**config.mk**
```make
export PLATFORM = sky130hd
export DESIGN_NAME = nvacc_div
export DESIGN_NICKNAME = d
export VERILOG_FILES = /design/src/rtl/vertex_normal_accumulator_assert.svh /design/src/rtl/nvacc_pkg.sv /design/src/rtl/nvacc_div.sv
export SDC_FILE = /design/constraint.sdc
export NUM_CORES = 1
export LEC_CHECK = 0
export ABC_AREA = 1
export BUFFER_PORTS_ARGS = -buffer_cell sky130_fd_sc_hd__buf_2
export CORE_ASPECT_RATIO = 1.2
export CORE_UTILIZATION = 28
export CTS_CLUSTER_SIZE = 10
export DETAILED_ROUTE_END_ITERATION = 10
export PLACE_DENSITY = 0.56
export RECOVER_POWER = 100
export SETUP_SLACK_MARGIN = 0.5
export SLEW_MARGIN = 20
export SYNTH_ARGS = -nofsm -noshare
export SYNTH_HDL_FRONTEND = slang
export SYNTH_SLANG_ARGS = --single-unit
```
**constraint.sdc**
```tcl
create_clock -name i_clk -period 3.14 [get_ports i_clk]
set_input_delay 0.471 -clock i_clk [delete_from_list [all_inputs] [get_ports i_clk]]
set_output_delay 0.471 -clock i_clk [all_outputs]
set_load 0.005 [all_outputs]
```
**src/rtl/vertex_normal_accumulator_assert.svh**
```systemverilog
// assertion macros for the vertex normal accumulator
// used by files that carry concurrent checks; no other dependencies
`ifndef VERTEX_NORMAL_ACCUMULATOR_ASSERT_SVH
`define VERTEX_NORMAL_ACCUMULATOR_ASSERT_SVH

// same-cycle implication, disabled during reset
`define NVA_AST_IMPL(lbl, clk, rst_n, ante, cons) \
    lbl: assert property (@(posedge clk) disable iff (!rst_n) (ante) |-> (cons)) \
        else $error("implication check failed");

// next-cycle implication, disabled during reset
`define NVA_AST_NEXT(lbl, clk, rst_n, ante, cons) \
    lbl: assert property (@(posedge clk) disable iff (!rst_n) (ante) |=> (cons)) \
        else $error("next-cycle check failed");

`endif

```
**src/rtl/nvacc_pkg.sv**
```systemverilog
// shared constants and types for the vertex normal accumulator
// no dependencies
`timescale 1ns / 1ps

package nvacc_pkg;

    localparam int MAX_V    = 1024;
    localparam int VIDX_W   = 10;
    localparam int VCNT_W   = 11;
    localparam int POS_W    = 16;
    localparam int NRM_W    = 16;
    localparam int SUM_W    = 24;
    localparam int CNT_W    = 8;
    localparam int KIND_W   = 2;
    localparam int STAT_W   = 3;

    localparam logic [CNT_W-1:0] CNT_MAX = 8'd255;

    // shared divider: quotient is known to stay below 2^QUO_W
    localparam int QUO_W    = 16;
    localparam int DNUM_W   = 40;
    localparam int DDEN_W   = 26;

    localparam logic [KIND_W-1:0] KIND_WRITE = 2'd0;
    localparam logic [KIND_W-1:0] KIND_FACE  = 2'd1;
    localparam logic [KIND_W-1:0] KIND_READ  = 2'd2;

    localparam logic [STAT_W-1:0] ST_OK     = 3'd0;
    localparam logic [STAT_W-1:0] ST_RANGE  = 3'd1;
    localparam logic [STAT_W-1:0] ST_DEGEN  = 3'd2;
    localparam logic [STAT_W-1:0] ST_NOFACE = 3'd3;
    localparam logic [STAT_W-1:0] ST_SAT    = 3'd4;

    typedef struct packed {
        logic busy;
        logic done;
    } t_div_stat;

endpackage

```
**src/rtl/nvacc_div.sv**
```systemverilog
// restoring divider, one quotient bit per cycle
// depends on nvacc_pkg; caller guarantees num >> QUO_W is below den
`timescale 1ns / 1ps

module nvacc_div (
    input  logic                          i_clk,
    input  logic                          i_rst_n,
    input  logic                          i_start,
    input  logic [nvacc_pkg::DNUM_W-1:0]  i_num,
    input  logic [nvacc_pkg::DDEN_W-1:0]  i_den,
    output nvacc_pkg::t_div_stat          o_stat,
    output logic [nvacc_pkg::QUO_W-1:0]   o_quo
);

    localparam int QW = nvacc_pkg::QUO_W;
    localparam int DW = nvacc_pkg::DDEN_W;
    localparam int NW = nvacc_pkg::DNUM_W;

    logic [DW-1:0]          r_rem;
    logic [DW-1:0]          r_den;
    logic [QW-1:0]          r_nq;
    logic [$clog2(QW)-1:0]  r_cnt;
    logic                   r_busy;
    logic                   r_done;
    logic [DW:0]            n_trial;
    logic                   n_fit;

    assign n_trial = {r_rem, r_nq[QW-1]};
    assign n_fit   = n_trial >= {1'b0, r_den};

    always_ff @(posedge i_clk) begin
        if (!i_rst_n) begin
            r_busy <= 1'b0;
            r_done <= 1'b0;
            r_cnt  <= '0;
        end else begin
            r_done <= 1'b0;
            if (i_start) begin
                r_busy <= 1'b1;
                r_cnt  <= '0;
                r_rem  <= DW'(i_num[NW-1:QW]);
                r_nq   <= i_num[QW-1:0];
                r_den  <= i_den;
            end else if (r_busy) begin
                // quotient bits shift in where numerator bits shift out
                r_rem <= n_fit ? DW'(n_trial - {1'b0, r_den}) : n_trial[DW-1:0];
                r_nq  <= {r_nq[QW-2:0], n_fit};
                r_cnt <= r_cnt + 1'b1;
                if (r_cnt == ($clog2(QW))'(QW - 1)) begin
                    r_busy <= 1'b0;
                    r_done <= 1'b1;
                end
            end
        end
    end

    assign o_stat.busy = r_busy;
    assign o_stat.done = r_done;
    assign o_quo       = r_nq;

endmodule

```
# After elaboration in Yosys (flattened, before gate mapping)
# Cells that the tools add are included.
[totals]
reg_bits = 74
elab_cells = 27
[classes]
add_sub_neg = 2
magnitude_cmp = 1
n_eq_ne = 1
mux = 9
bitwise = 2
reduce_logical = 5
[op_table]
columns = ["cell", "n"]
rows = [
  ["two-way mux 26 bit", 2],
  ["two-way mux 16 bit", 2],
  [">= comparator 27 x 26 -> 1 bit", 1],
  ["subtractor 26 bit", 1],
  ["two-way mux 24 bit", 1],
  ["adder 4 x 1 -> 4 bit (second input constant)", 1],
  ["equality test 4 bit (second input constant)", 1],
  ["two-way mux 1 bit", 4],
  ["AND reduction 2 bit", 2],
  ["OR reduction 3 bit", 1],
  ["NOT 1 bit", 2],
  ["nonzero test 2 bit", 1],
  ["OR reduction 2 bit", 1],
]

# Logic depth before layout (Yosys ltp)
# Gate-level depths: netlist of run 1.
[logic_depth]
ltp_word = 4
ltp_mapped = 15
depth_no_buf = 15

# Worst setup path before layout of run 1
# Ideal clock, no wire load.
[synth_path]
path_kind = "input to register"
startpoint = "in i_start"
endpoint = "reg r_nq[0] (netlist: o_quo[0]) (enable)"
arrival_ps = 1689
required_ps = 2739
path_slack_ps = 1050
cell_stages = 3
cell_sequence = "clkbuf_1 nand2_1 nand2_1"
[synth_between]
elab_chain_len = 2
[synth_lines]
columns = ["item", "line_no", "text"]
rows = [
  ["from (decl)", "nvacc_div.sv:8", "input logic i_start,"],
  ["nonzero test 2 bit (no line)", "-", ""],
  ["AND reduction 2 bit (no line)", "-", ""],
  ["to (signal assigned)", "nvacc_div.sv:42", "r_nq <= i_num[QW-1:0];"],
  ["to (signal assigned)", "nvacc_div.sv:47", "r_nq <= {r_nq[QW-2:0], n_fit};"],
  ["to (decl)", "nvacc_div.sv:21", "logic [QW-1:0] r_nq;"],
]
# No other way between the ends.
# A chain may end at the register's enable or synchronous reset.

# Worst setup path in the final report of run 1
[layout_path]
startpoint = "reg r_rem[16]"
endpoint = "reg r_rem[17] (data pin)"
[layout_between]
elab_chain_len = 4
elab_cells_between_ends = 5
classes_between = "1 x add/sub; 1 x order compare; 3 x mux"
[layout_lines]
columns = ["item", "line_no", "text"]
rows = [
  ["from (decl)", "nvacc_div.sv:19", "logic [DW-1:0] r_rem;"],
  ["from (signal assigned)", "nvacc_div.sv:41", "r_rem <= DW'(i_num[NW-1:QW]);"],
  ["from (signal assigned)", "nvacc_div.sv:46", "r_rem <= n_fit ? DW'(n_trial - {1'b0, r_den}) : n_trial[DW-1:0];"],
  ["subtractor 26 bit / >= comparator 27 x 26 -> 1 bit (equally long branches)", "nvacc_div.sv:46, nvacc_div.sv:29", ""],
  ["two-way mux 26 bit (*)", "nvacc_div.sv:46", ""],
  ["two-way mux 26 bit (*)", "nvacc_div.sv:44", "end else if (r_busy) begin"],
  ["two-way mux 24 bit (*)", "nvacc_div.sv:38", "if (i_start) begin"],
]
# Every way passes the cells marked *; elsewhere a longest branch is shown, timed or not. The select of a mux whose other input is x is not followed.

==> impl_metrics.toml, run 1 <==
[drt]
route.vias.total = 4665
drtIter0Drc = 179
drt-pass1-iter-count = 4
wire_per_inst_um = 13.3
ant_nets = 0
viasPerCell = 4.49
routed_wl_mm = 13.8
drc_errors = 0

[yosys]
synth_cells = 724
ys_top_cells_by_area = "edfxtp_1 (39%), nand2_1 (22%), inv_1 (7.6%)"
synthesis.nets = 821
synth_area_per_cell_um2 = 7.25
syn_area_um2 = 5250
ys.flop_type = "edfxtp_1"
muxShareOfSynthArea_pct = 0
synthXorXnorAreaFrac_pct = 1.67
synth_top_family_by_area = "simple AND/OR/NAND/NOR gates"
synthAdderAreaFrac_pct = 6.81
post-synth-top-area-cell = "edfxtp_1"
yosysWarnings = 0
yosysTopAreaCellShare_pct = 38.9
ys_seq_area_share_pct = 41.2
synth_edf_count = 68
synth_compound_area_share_pct = 2.88
synth-simple-area-share_pct = 37.4
synth.distinct_cells = 36
synth-seq-cells = 74
async_flop_share_pct = 0

[clock_tree]
cts_sinks = 74
hold_buffers = 0
clkTransAtPathRegs_ps = 70
clockRootBuffer = "clkbuf_16"
cts_buffers = 9
postCtsSetupBuffers = 0
htree_levels = 3
clock_latency_ps = 350
cts_tree = "built"
cts_resized = 0
cts_max_path_buffers = 2

[sta]
hold_ws_ps = 289
setup_tns_ps = 0
skew_ps = 9.89
period_needed_ps = 2570
maxClockFrequency_mhz = 388
period_share_pct = 82.0
tightest_slew_ps = 1230
hold_viol = 0
relSlewSlack_pct = 18.2
setup_ws_ps = 566
rsz0062_at_grt = "false"
slew_viol_final = 0
setup_viol = 0

[placed_design]
dpl_worst_slack_ps = 715
dp_hpwl_mm = 10.3
place_area_um2 = 5930
gp_congestion = 0.880
io_buffers = 86

[finish]
layout-drive-gt1-share_pct = 15.1
final_area_um2 = 6220
area_growth_pct = 18.4
final_nets = 907
n_antenna_cell = 0
final_util_pct = 34.1

[pwr]
power_density_nw_per_um2 = 548
leakage_nw = 3.17
ir_worst_vdd_mv = 0.226

[floorplan]
die_h_um = 152
coreArea_um2 = 18200
num_io_pins = 87
dieArea_um2 = 19300
die_w_um = 127
start_util_pct = 28.8
row_count = 54

[run]
cap_violations = 0

[worst_setup_path]
cp.arrival_ps = 2680
path_class = "flop to flop"
cp.required_ps = 3240
endpoint_kind = "flop"
startpoint_type = "flop"
cp_max_fo = 22

[global_routing]
grt_pass1_vias = 4748
grt.overflow.total = 0
grt_max_degree = 44
track_usage_pct = 15.2
grt_pass1_wl_mm = 22.8
antenna_found_initial = 0

[worst_hold_path]
hold_path_class = "input pin to flop"

[status]
status = "completed"
[layout make-up]
type	instances	area [µm²]
clock buffers	10	229
clock inverters	6	90.1
fillers	2056	12000
inverters	116	435
multi-input cells	516	2560
flip-flops and latches	74	2160
well taps	224	280
repair buffers	93	462
[metal layers]
layer / track usage [%] / wire length (µm) / vias up
met5: 0 / 0 / -
met4: 6.24 / 282 / 0
met3: 3.56 / 617 / 17
met2: 26.0 / 6580 / 90
met1: 18.1 / 6290 / 2113
li1: - / - / 2445
[cell usage in the layout (no fill, tap or decap), types with 2 or more instances in the layout]
cell / n
o21a_1: 4
edfxtp_1: 68
clkinv_1: 3
xnor2_1: 8
clkbuf_2: 3
nor3_1: 5
buf_2: 78
clkbuf_16: 9
nand2_2: 4
nor2_1: 41
o21ai_0: 4
ha_1: 27
inv_1: 106
a21oi_1: 16
and2_1: 2
nor2_2: 6
clkinv_4: 2
bufinv_16: 2
clkbuf_1: 10
buf_4: 3
nand2_1: 304
nand4_1: 5
inv_2: 8
nand3_1: 50
xor2_1: 2
dfxtp_1: 6
nand3b_1: 26
[worst paths after layout]
path                                 from         to  slack, ps  cells past startpoint
worst max-delay path            r_rem[16]  r_rem[17]        570                     12
worst min-delay path             i_den[3]   r_den[3]        290                      1
worst max register to register  r_rem[16]  r_rem[17]        570                     12
worst min register to register   r_cnt[0]   r_cnt[0]        500                      2
[flip-flops by register name, indices dropped and copies added, names as in the netlist]
signal,count
o_quo,16
r_rem,26
r_busy,1
r_done,1
r_cnt,4
r_den,26
[synthesized netlist by cell type (4+ instances only)]
cell type / instances
nand2_1: 305
inv_1: 106
edfxtp_1: 68
nand3_1: 50
nor2_1: 41
ha_1: 27
nand3b_1: 26
a21oi_1: 16
clkbuf_1: 9
inv_2: 8
xnor2_1: 8
dfxtp_1: 6
nor2_2: 6
buf_2: 5
nand4_1: 5
nor3_1: 5
o21a_1: 4
o21ai_0: 4
[cells by family after synthesis]
kind of cell / after synthesis
fa+ha+maj: 28
xor+xnor: 10
compound gates: 27
simple gates: 451
flops: 74
buf+inv: 134
[through the flow]
step           instances  power [mW]
2_1_floorplan        724        2.04
3_3_place_gp        1023        2.31
3_5_place_dp        1023        2.32
4_1_cts             1039        3.46
5_1_grt             1039        3.64
6_report            1039        3.41
[critical path, stage by stage (launching register included)]
cell and delay (ps):
edfxtp_1 410, ha_1 380, nand2_1 130, inv_2 50, nand2_1 60, nand2_1 80
a21oi_2 160, nor2_1 90, nor2_4 140, clkbuf_2 510, nand3b_1 160, nand3_1 120
nand2_1 50
[power by group]
group	internal (mW)	switching [mW]
combinational	0.379	0.659
clock	0.699	0.427
sequential	1.20	0.0432
No activity file was read; power rests on OpenSTA's default activity.
==> inputs of run 2 (changes only) <==
==> constraint.sdc (replaced) <==
create_clock -name i_clk -period 2.5 [get_ports i_clk]
set_input_delay 0.375 -clock i_clk [delete_from_list [all_inputs] [get_ports i_clk]]
set_output_delay 0.375 -clock i_clk [all_outputs]
set_load 0.005 [all_outputs]
==> impl_metrics.toml, run 2 (synthesis gave the netlist of run 1 again) <==
[placed_design]
dp_hpwl_mm = 11.0
gp_congestion = 0.865
place_area_um2 = 6070
io_buffers = 86

[worst_setup_path]
startpoint_type = "flop"
cp.arrival_ps = 2350
path_class = "flop to flop"
timing.rr.start = "o_quo[15]"
cp_max_fo = 5
endpoint_kind = "flop"
critPathLaunch = "o_quo[15]"
cp.required_ps = 2600

[clock_tree]
cts_max_path_buffers = 2
clkTransAtPathRegs_ps = 60
hold_buffers = 0
cts_sinks = 74
cts_buffers = 9
cts_tree = "built"
clock_latency_ps = 350
clockRootBuffer = "clkbuf_16"
htree_levels = 3

[floorplan]
row_count = 54
die_w_um = 127
num_io_pins = 87
die_h_um = 152
dieArea_um2 = 19300
start_util_pct = 28.8
coreArea_um2 = 18200

[finish]
final_common_cell = "nand2_1"
layout-drive-gt1-share_pct = 34.0
final_area_um2 = 7500
n_antenna_cell = 0
final_cell_mix = "nand2_1 (255), inv_1 (97), buf_2 (78), edfxtp_1 (68), buf_4 (41)"
final_nets = 965
fillCellCount = 1860
area_growth_pct = 42.8

[pwr]
ir_worst_vdd_mv = 0.316
power_density_nw_per_um2 = 637
pwr-share-seq_pct = 33.2
swShare_pct = 36.2
leakage_nw = 3.64
p_sw_mw = 1.73
clock_power_share_pct = 25.9
comb_power_share_pct = 40.9
p_int_mw = 3.05

[worst_hold_path]
hp-start = "i_den[21]"
hold_path_class = "input pin to flop"

[sta]
period_needed_ps = 2260
hold_viol = 0
rsz0062_at_grt = "true"
relSlewSlack_pct = 47.0
setup_viol = 0
period_share_pct = 90.2
setup_tns_ps = 0
tightest_slew_ps = 793
maxClockFrequency_mhz = 443
slew_viol_final = 0
skew_ps = 9.16

[global_routing]
grt_pass1_wl_mm = 25.4
antenna_found_initial = 0
grt.overflow.total = 0
track_usage_pct = 17.0
grt_pass1_vias = 5070
grt_max_degree = 28

[drt]
drc_errors = 0
routed_wl_mm = 16.0
viasPerCell = 4.55
route.vias.total = 4990
drtIter0Drc = 280
wire_per_inst_um = 14.6
ant_nets = 0
drt-pass1-iter-count = 5

[status]
status = "completed"

[run]
cap_violations = 0
## run 2: per-layer routing
metal / global-route usage, % / wire (µm) / vias to the layer above
met5: 0 / 0 / -
met4: 6.86 / 448 / 0
met3: 4.01 / 874 / 27
met2: 28.8 / 7870 / 119
met1: 20.7 / 6830 / 2276
li1: - / - / 2568
## run 2: per-stage QoR
stage | std cells | total power [mW] | hold slack, ps | setup slack (ps) | util, %
finish | 1097 | 4.78 | 194 | 245 | 41.1
global placement | 1031 | 2.97 | 477 | 79.2 | 33.3
detailed placement | 1031 | 2.98 | 485 | 64.8 | 33.3
floorplan | 724 | 2.59 | 464 | 500 | -
CTS | 1088 | 4.65 | 181 | 284 | 39.5
global route | 1097 | 5.08 | 184 | 109 | 41.1
## run 2: cell type report
type | count | area [µm²] | area share (%)
Sequential cell | 74 | 2160 | 28.8
Clock inverter | 7 | 48.8 | 0.651
Tap cell | 224 | 280 | 3.74
Clock buffer | 9 | 225 | 3.00
Multi-Input combinational cell | 519 | 3310 | 44.1
Timing Repair Buffer | 148 | 1040 | 13.8
Inverter | 116 | 438 | 5.84
## run 2: worst paths after layout
kind	end	slack, ps	cells past startpoint
worst max-delay path	r_rem[11]	240	15
worst min-delay path	r_den[21]	190	1
worst max register to register	r_rem[11]	240	15
worst min register to register	r_cnt[3]	500	1
## run 2: timing repair
action | 4_1_cts | 5_1_grt
resized for setup | 95 | 67
endpoints found under the setup margin | 27 | 27
cloned | 5 | 1
buffers inserted | 36 | 8
pin swaps | 42 | 63
## run 2: power by group through the flow
stage	combinational, mW	clock, mW	sequential (mW)
after global placement	1.38	0	1.59
final	1.95	1.24	1.59
after floorplan	1.01	0	1.58
after CTS	1.79	1.28	1.58
after detailed placement	1.39	0	1.59
after global routing	2.16	1.33	1.60
## run 2: worst max-delay path: stages, from the launching register on
cell and delay [ps]:
edfxtp_1 400, inv_1 90, ha_1 190, inv_4 50
buf_4 140, nand2_1 50, nand2_1 60, and2_4 180
nand2_4 70, nand3_4 80, nand3b_4 160, buf_6 160
clkbuf_16 140, nand3b_1 90, nand3_2 80, nand2_1 60
